==> src/rtl/crpf_pkg.sv <==
`timescale 1ns / 1ps
// ----------------------------------------------------------------------------
// crpf_pkg
// Shared types and constants of the controller report packet framer.
// ----------------------------------------------------------------------------
package crpf_pkg;

  localparam int unsigned FRAME_LEN  = 17;
  localparam int unsigned SLIDER_W   = 32;
  localparam int unsigned BEAM_W     = 6;
  localparam int unsigned BYTE_W     = 8;

  localparam logic [BYTE_W-1:0] SYNC_A = 8'hAA;
  localparam logic [BYTE_W-1:0] SYNC_B = 8'h55;

  // One frame byte with its end-of-frame mark
  typedef struct packed {
    logic [BYTE_W-1:0] data;
    logic              last;
  } fbyte_t;

  // Contents of one shift cell
  typedef struct packed {
    logic   valid;
    fbyte_t fb;
  } cell_t;

  // Per-cycle control shared by every cell
  typedef struct packed {
    logic load;
    logic shift;
  } cell_ctrl_t;

  // Whole frame, element 0 is transmitted first
  typedef fbyte_t [FRAME_LEN-1:0] frame_t;

endpackage

==> src/rtl/crpf_in_if.sv <==
`timescale 1ns / 1ps
// ----------------------------------------------------------------------------
// crpf_in_if
// Snapshot channel: one controller snapshot per transfer.
// ----------------------------------------------------------------------------
interface crpf_in_if;
  logic        valid;
  logic        ready;
  logic [31:0] slider_touch;
  logic [5:0]  beam_states;
  logic        test_pressed;
  logic        service_pressed;
  logic        coin_pressed;

  modport source (
    output valid, slider_touch, beam_states, test_pressed, service_pressed, coin_pressed,
    input  ready
  );
  modport sink (
    input  valid, slider_touch, beam_states, test_pressed, service_pressed, coin_pressed,
    output ready
  );
endinterface

==> src/rtl/crpf_out_if.sv <==
`timescale 1ns / 1ps
// ----------------------------------------------------------------------------
// crpf_out_if
// Byte channel: one frame byte per transfer, with end-of-frame mark.
// ----------------------------------------------------------------------------
interface crpf_out_if;
  logic       valid;
  logic       ready;
  logic [7:0] frame_byte;
  logic       frame_end;

  modport source (output valid, frame_byte, frame_end, input ready);
  modport sink   (input  valid, frame_byte, frame_end, output ready);
endinterface

==> src/rtl/crpf_cell.sv <==
`timescale 1ns / 1ps
// ----------------------------------------------------------------------------
// crpf_cell
// One byte cell of the output shift chain: parallel load or shift from the
// upstream neighbor.
// ----------------------------------------------------------------------------
module crpf_cell
  import crpf_pkg::*;
(
  input  logic       clk_i,
  input  logic       rst_ni,
  input  cell_ctrl_t ctrl_i,
  input  fbyte_t     load_i,
  input  cell_t      nbr_i,
  output cell_t      cell_o
);

  logic   valid_q, valid_d;
  fbyte_t fb_q, fb_d;

  // load wins over shift
  always_comb begin
    valid_d = valid_q;
    fb_d    = fb_q;
    if (ctrl_i.load) begin
      valid_d = 1'b1;
      fb_d    = load_i;
    end else if (ctrl_i.shift) begin
      valid_d = nbr_i.valid;
      fb_d    = nbr_i.fb;
    end
  end

  always_ff @(posedge clk_i or negedge rst_ni) begin
    if (!rst_ni) begin
      valid_q <= 1'b0;
    end else begin
      valid_q <= valid_d;
    end
  end

  always_ff @(posedge clk_i) begin
    fb_q <= fb_d;
  end

  assign cell_o.valid = valid_q;
  assign cell_o.fb    = fb_q;

endmodule

==> src/rtl/crpf_frame_build.sv <==
`timescale 1ns / 1ps
// ----------------------------------------------------------------------------
// crpf_frame_build
// Lays out one frame from a snapshot and owns the sequence counter.
// ----------------------------------------------------------------------------
module crpf_frame_build
  import crpf_pkg::*;
(
  input  logic                clk_i,
  input  logic                rst_ni,
  input  logic                accept_i,
  input  logic [SLIDER_W-1:0] slider_i,
  input  logic [BEAM_W-1:0]   beams_i,
  input  logic                test_i,
  input  logic                service_i,
  input  logic                coin_i,
  output frame_t              frame_o
);

  logic [BYTE_W-1:0] seq_q, seq_d;
  logic [BYTE_W-1:0] sum;

  // sequence number advances once per accepted snapshot
  assign seq_d = accept_i ? seq_q + 8'd1 : seq_q;

  always_ff @(posedge clk_i or negedge rst_ni) begin
    if (!rst_ni) begin
      seq_q <= '0;
    end else begin
      seq_q <= seq_d;
    end
  end

  // checksum: flag bytes only touch bit 0
  always_comb begin
    sum    = seq_q ^ slider_i[7:0] ^ slider_i[15:8] ^ slider_i[23:16] ^ slider_i[31:24];
    sum[0] = sum[0] ^ (^beams_i) ^ test_i ^ service_i ^ coin_i;
  end

  // frame layout in transmission order
  always_comb begin
    frame_o[0] = '{data: SYNC_A, last: 1'b0};
    frame_o[1] = '{data: SYNC_B, last: 1'b0};
    frame_o[2] = '{data: seq_q,  last: 1'b0};
    for (int k = 0; k < 4; k++) begin
      frame_o[3+k] = '{data: slider_i[8*k +: 8], last: 1'b0};
    end
    for (int k = 0; k < BEAM_W; k++) begin
      frame_o[7+k] = '{data: {7'd0, beams_i[k]}, last: 1'b0};
    end
    frame_o[13] = '{data: {7'd0, test_i},    last: 1'b0};
    frame_o[14] = '{data: {7'd0, service_i}, last: 1'b0};
    frame_o[15] = '{data: {7'd0, coin_i},    last: 1'b0};
    frame_o[16] = '{data: sum,               last: 1'b1};
  end

endmodule

==> src/rtl/controller_report_packet_framer.sv <==
`timescale 1ns / 1ps
// ----------------------------------------------------------------------------
// controller_report_packet_framer
// Turns each controller snapshot into a 17-byte report frame on a byte channel.
// ----------------------------------------------------------------------------
//  channel  | dir | payload                                  | handshake
//  snap_i   | in  | slider_touch, beam_states, 3 button bits | valid/ready
//  frame_o  | out | frame_byte, frame_end                    | valid/ready
//
// A snapshot loads all 17 cells of the shift chain at once; cell 0 drives the
// byte channel and the chain shifts one cell per byte transfer. The next
// snapshot is taken in the cycle the checksum byte transfers, so frames follow
// one another without gaps while the byte channel does not stall.
// Reset clears the cell valid bits and the sequence counter.
// A stall on the byte channel holds the chain; snapshots wait for it.
// ----------------------------------------------------------------------------
module controller_report_packet_framer
  import crpf_pkg::*;
(
  input  logic clk_i,
  input  logic rst_ni,
  crpf_in_if.sink    snap_i,
  crpf_out_if.source frame_o
);

  frame_t     frame;
  cell_ctrl_t ctrl;
  cell_t      cells [FRAME_LEN+1];
  logic       advance;
  logic       accept;

  // chain moves whenever its head is empty or being transferred
  assign advance = !cells[0].valid || frame_o.ready;
  // take a snapshot once only the head remains and it is leaving
  assign snap_i.ready = !cells[1].valid && advance;
  assign accept       = snap_i.valid && snap_i.ready;

  assign ctrl.load  = accept;
  assign ctrl.shift = advance;

  crpf_frame_build u_build (
    .clk_i     (clk_i),
    .rst_ni    (rst_ni),
    .accept_i  (accept),
    .slider_i  (snap_i.slider_touch),
    .beams_i   (snap_i.beam_states),
    .test_i    (snap_i.test_pressed),
    .service_i (snap_i.service_pressed),
    .coin_i    (snap_i.coin_pressed),
    .frame_o   (frame)
  );

  // empty filler beyond the top cell
  assign cells[FRAME_LEN] = '0;

  for (genvar k = 0; k < FRAME_LEN; k++) begin : g_cell
    crpf_cell u_cell (
      .clk_i  (clk_i),
      .rst_ni (rst_ni),
      .ctrl_i (ctrl),
      .load_i (frame[k]),
      .nbr_i  (cells[k+1]),
      .cell_o (cells[k])
    );
  end

  assign frame_o.valid      = cells[0].valid;
  assign frame_o.frame_byte = cells[0].fb.data;
  assign frame_o.frame_end  = cells[0].fb.last;

endmodule
==> src/flat_wrapper.sv <==
// flat-port wrapper written by rule: the top's interface ports become plain ports
module controller_report_packet_framer_flat import crpf_pkg::*;
  (clk_i, rst_ni, snap_i_valid, snap_i_slider_touch, snap_i_beam_states, snap_i_test_pressed, snap_i_service_pressed, snap_i_coin_pressed, snap_i_ready, frame_o_valid, frame_o_frame_byte, frame_o_frame_end, frame_o_ready);
  crpf_in_if snap_i_i ();
  crpf_out_if frame_o_i ();
  input  logic clk_i;
  input  logic rst_ni;
  input wire logic [$bits(snap_i_i.valid)-1:0] snap_i_valid;
  input wire logic [$bits(snap_i_i.slider_touch)-1:0] snap_i_slider_touch;
  input wire logic [$bits(snap_i_i.beam_states)-1:0] snap_i_beam_states;
  input wire logic [$bits(snap_i_i.test_pressed)-1:0] snap_i_test_pressed;
  input wire logic [$bits(snap_i_i.service_pressed)-1:0] snap_i_service_pressed;
  input wire logic [$bits(snap_i_i.coin_pressed)-1:0] snap_i_coin_pressed;
  output wire logic [$bits(snap_i_i.ready)-1:0] snap_i_ready;
  output wire logic [$bits(frame_o_i.valid)-1:0] frame_o_valid;
  output wire logic [$bits(frame_o_i.frame_byte)-1:0] frame_o_frame_byte;
  output wire logic [$bits(frame_o_i.frame_end)-1:0] frame_o_frame_end;
  input wire logic [$bits(frame_o_i.ready)-1:0] frame_o_ready;
  assign snap_i_i.valid = snap_i_valid;
  assign snap_i_i.slider_touch = snap_i_slider_touch;
  assign snap_i_i.beam_states = snap_i_beam_states;
  assign snap_i_i.test_pressed = snap_i_test_pressed;
  assign snap_i_i.service_pressed = snap_i_service_pressed;
  assign snap_i_i.coin_pressed = snap_i_coin_pressed;
  assign snap_i_ready = snap_i_i.ready;
  assign frame_o_valid = frame_o_i.valid;
  assign frame_o_frame_byte = frame_o_i.frame_byte;
  assign frame_o_frame_end = frame_o_i.frame_end;
  assign frame_o_i.ready = frame_o_ready;
  controller_report_packet_framer u_core (.clk_i(clk_i), .rst_ni(rst_ni), .snap_i(snap_i_i), .frame_o(frame_o_i));
endmodule
==> config.mk <==
export PLATFORM = sky130hd
export DESIGN_NAME = controller_report_packet_framer_flat
export DESIGN_NICKNAME = d
export VERILOG_FILES = /design/src/rtl/crpf_pkg.sv /design/src/rtl/crpf_in_if.sv /design/src/rtl/crpf_out_if.sv /design/src/rtl/crpf_cell.sv /design/src/rtl/crpf_frame_build.sv /design/src/rtl/controller_report_packet_framer.sv /design/src/flat_wrapper.sv
export SDC_FILE = /design/constraint.sdc
export NUM_CORES = 1
export LEC_CHECK = 0
export BUFFER_PORTS_ARGS = -buffer_cell sky130_fd_sc_hd__buf_2
export CAP_MARGIN = 30
export CORE_MARGIN = 1
export CORE_UTILIZATION = 62
export DETAILED_ROUTE_END_ITERATION = 8
export PLACE_DENSITY = 0.88
export RECOVER_POWER = 50
export SYNTH_ARGS = -nofsm -noshare
export SYNTH_HDL_FRONTEND = slang
export SYNTH_HIERARCHICAL = 1
export SYNTH_SLANG_ARGS = --single-unit
==> constraint.sdc <==
create_clock -name clk_i -period 5 [get_ports clk_i]
set_clock_uncertainty 0.15 [all_clocks]
set_input_delay 0.5 -clock clk_i [delete_from_list [all_inputs] [get_ports clk_i]]
set_output_delay 0.5 -clock clk_i [all_outputs]
set_load 0.005 [all_outputs]
==> results_dict.tcl <==
set metrics [dict create \
    peakVddDrop_mv 0.3269 \
    required_ns 4.92 \
    period_needed_ns 3.133 \
    final-hold-violation-count 0 \
    min_from "snap_i_service_pressed" \
    timing.final.crit_share_pct 62.67 \
    finalSetupViolations 0 \
    synth_top_area_cell "edfxtp_1" \
    cap_violations 1 \
    place_hpwl_mm 9.530 \
    dr_total_vias 4211 \
    reg2reg_depth 4 \
    arrival_ns 3.05 \
    vias_per_cell 4.948 \
    portBuffers 55 \
    rrSetupSlack_ns 1.87 \
    hold-path-cell-count 2 \
    htreeDepth 4 \
    yosys-top-cells-area "edfxtp_1 47%, mux2_4 21%, buf_4 12%, dfrtp_1 6.4%, xnor2_1 3.6%" \
    cts.clk_slew.worst_paths_ns 0.06 \
    grt_pass1_wl_mm 22.89 \
    dr_wl_met2_mm 7.276 \
    leakage_nw 3.713 \
    postLayoutCellArea_sq_um 9520 \
    n_antenna_cell 0 \
    endpoint_kind "register" \
    timing.rr.start "u_core/g_cell[0].u_cell/valid_q" \
    fin_nets 673 \
    die_area_sq_um 16200 \
    cts_setup_buffers 0 \
    top_layer "met4" \
    rows 45 \
    seq_area_frac_synth_pct 53.63 \
    status "finished, violations left" \
    cts_buffers 17 \
    tritoncts "built" \
    final_cell_mix "153 x edfxtp_1, 117 x mux2_1, 106 x conb_1" \
    gp_congestion 0.8253 \
    powerDensity_nw_per_um2 603.1 \
    die_y_um 127.3 \
    grt_pass1_vias 4311 \
    worstReg2RegEnd "u_core/g_cell[16].u_cell/cell_o[2]" \
    drt-total-wl_mm 14.53 \
    yosysWarnings 6 \
    cts.sink_count 178 \
    drtIter0Drc 273 \
    netlist_instances 618 \
    netlist.area_leader.share_pct 47.20 \
    worst_hold_path.endpoint "u_core/g_cell[14].u_cell/cell_o[1]" \
    rsz0062_at_grt "false" \
    crit_fanout 51 \
    setup_tns_ns 0 \
    ys_types 22 \
    power.total_mw 5.742 \
    violations "capacitance limit, slew limit" \
    fmax_mhz 319.1 \
    die_w_um 127.3 \
    pin_count 56 \
    slew_viol_final 52 \
    core_sq_um 15260 \
    final_common_cell "edfxtp_1" \
    wl_met3_um 580 \
    antenna_found_initial 0 \
    clockRootBuffer "clkbuf_16" \
    drc_errors 0 \
    drive_above_1_share_pct 21.56 \
    grt.overflow.total 0 \
    place_area_sq_um 9361 \
    critPathKind "register to register" \
    grt_max_degree 109 \
    relSlewSlack_pct -41.29 \
    avgSynthCellArea_sq_um 15.75 \
    start_util_pct 63.79 \
    grt_use_total_pct 19.47 \
    first_pass_iters 4 \
    startpoint_type "register" \
    synthToLayoutAreaGrowth_pct -2.185 \
    wl_per_cell_um 17.07 \
    met1_length_mm 6.484 \
    syn_area_sq_um 9733 \
    clock_latency_ns 0.42 \
    ant_nets 0 \
    max_slew.worst_pin.slew_ns 2.119 \
    hold_path.class "primary input to register" \
    ys_ff_latch 178 \
    clockBufferDepth 2 \
]
==> power by group <==
| group | total [mW] | leakage, nW | internal (mW) | switching, mW |
|---|---|---|---|---|
| sequential | 2.90 | 1.86 | 2.64 | 0.264 |
| clock | 1.38 | 0.298 | 0.801 | 0.578 |
| combinational | 1.46 | 1.56 | 0.751 | 0.708 |
| total | 5.74 | 3.71 | 4.19 | 1.55 |
==> per-stage QoR <==
step	util (%)	worst slack, ns	hold WS [ns]	cells
after CTS	65.46	2.595	0.2321	851
after detailed placement	61.35	2.469	0.3274	818
after global placement	61.35	2.560	0.3152	818
final	62.39	1.867	0.2427	851
after floorplan	-	1.478	0.05441	721
after global routing	62.39	1.666	0.2349	851
==> layer usage <==
layer | vias to the layer above | GRT usage, %
li1 | 1969 | -
met1 | 2125 | 25.24
met2 | 105 | 32.21
met3 | 12 | 3.978
met4 | 0 | 7.843
met5 | - | 0
==> cells in the mapped netlist, drive strengths merged <==
| library cell | instances |
|---|---|
| xnor3 | 2 |
| nor2b | 18 |
| ha | 1 |
| clkbuf | 1 |
| conb | 3 |
| or2 | 17 |
| nand4 | 4 |
| edfxtp | 153 |
| buf | 171 |
| nor3b | 1 |
| nor2 | 3 |
| xor2 | 4 |
| dfrtp | 25 |
| and3 | 1 |
| inv | 1 |
| xnor2 | 40 |
| mux2 | 154 |
| a211o | 17 |
| nand2 | 2 |
==> state kept, by name, summed over array words and instances (netlist names) <==
| name | flops |
|---|---|
| u_core/g_cell.u_cell/cell_o | 153 |
| u_core/u_build/seq_q | 8 |
| u_core/g_cell.u_cell/valid_q | 17 |
==> critical path: stages, from the launching register on <==
cell,delay [ns]
dfrtp_1,0.39
nor2b_1,0.16
inv_1,0.05
clkbuf_1,1.51
or2_1,0.52
==> how the worst max path moves through the flow <==
stage,endpoint,cells after the start,startpoint
after global routing,u_core/g_cell[0].u_cell/cell_o[6],4,u_core/g_cell[0].u_cell/valid_q
after floorplan,u_core/g_cell[0].u_cell/cell_o[0],5,u_core/g_cell[0].u_cell/valid_q
after global placement,u_core/g_cell[8].u_cell/cell_o[7],5,frame_o_ready
after CTS,u_core/g_cell[5].u_cell/cell_o[1],4,u_core/g_cell[0].u_cell/valid_q
after detailed placement,u_core/g_cell[4].u_cell/cell_o[7],5,frame_o_ready
final,u_core/g_cell[16].u_cell/cell_o[2],4,u_core/g_cell[0].u_cell/valid_q
==> kinds of logic after synthesis <==
family,synth area share (%)
simple gates,2.969
mux,23.06
compound gates,1.748
buf+inv,13.92
fa+ha+maj,0.1285
xor+xnor,4.422
flops,53.63
other cells,0.1157
==> what timing repair did <==
item                       4_1_cts  5_1_grt
setup endpoints to repair        0        0
resized for setup                0        0
hold endpoints to repair        25        0
hold buffers                     1        0
==> area by class of cell <==
type	instances	area, sq um
Sequential cell	178	5220
Tap cell	211	264.0
Clock buffer	17	425.4
Fill cell	1190	5738
Inverter	1	3.754
Timing Repair Buffer	59	322.8
Clock inverter	15	191.4
Multi-Input combinational cell	370	3093
Power figures use the tool's default switching activity.
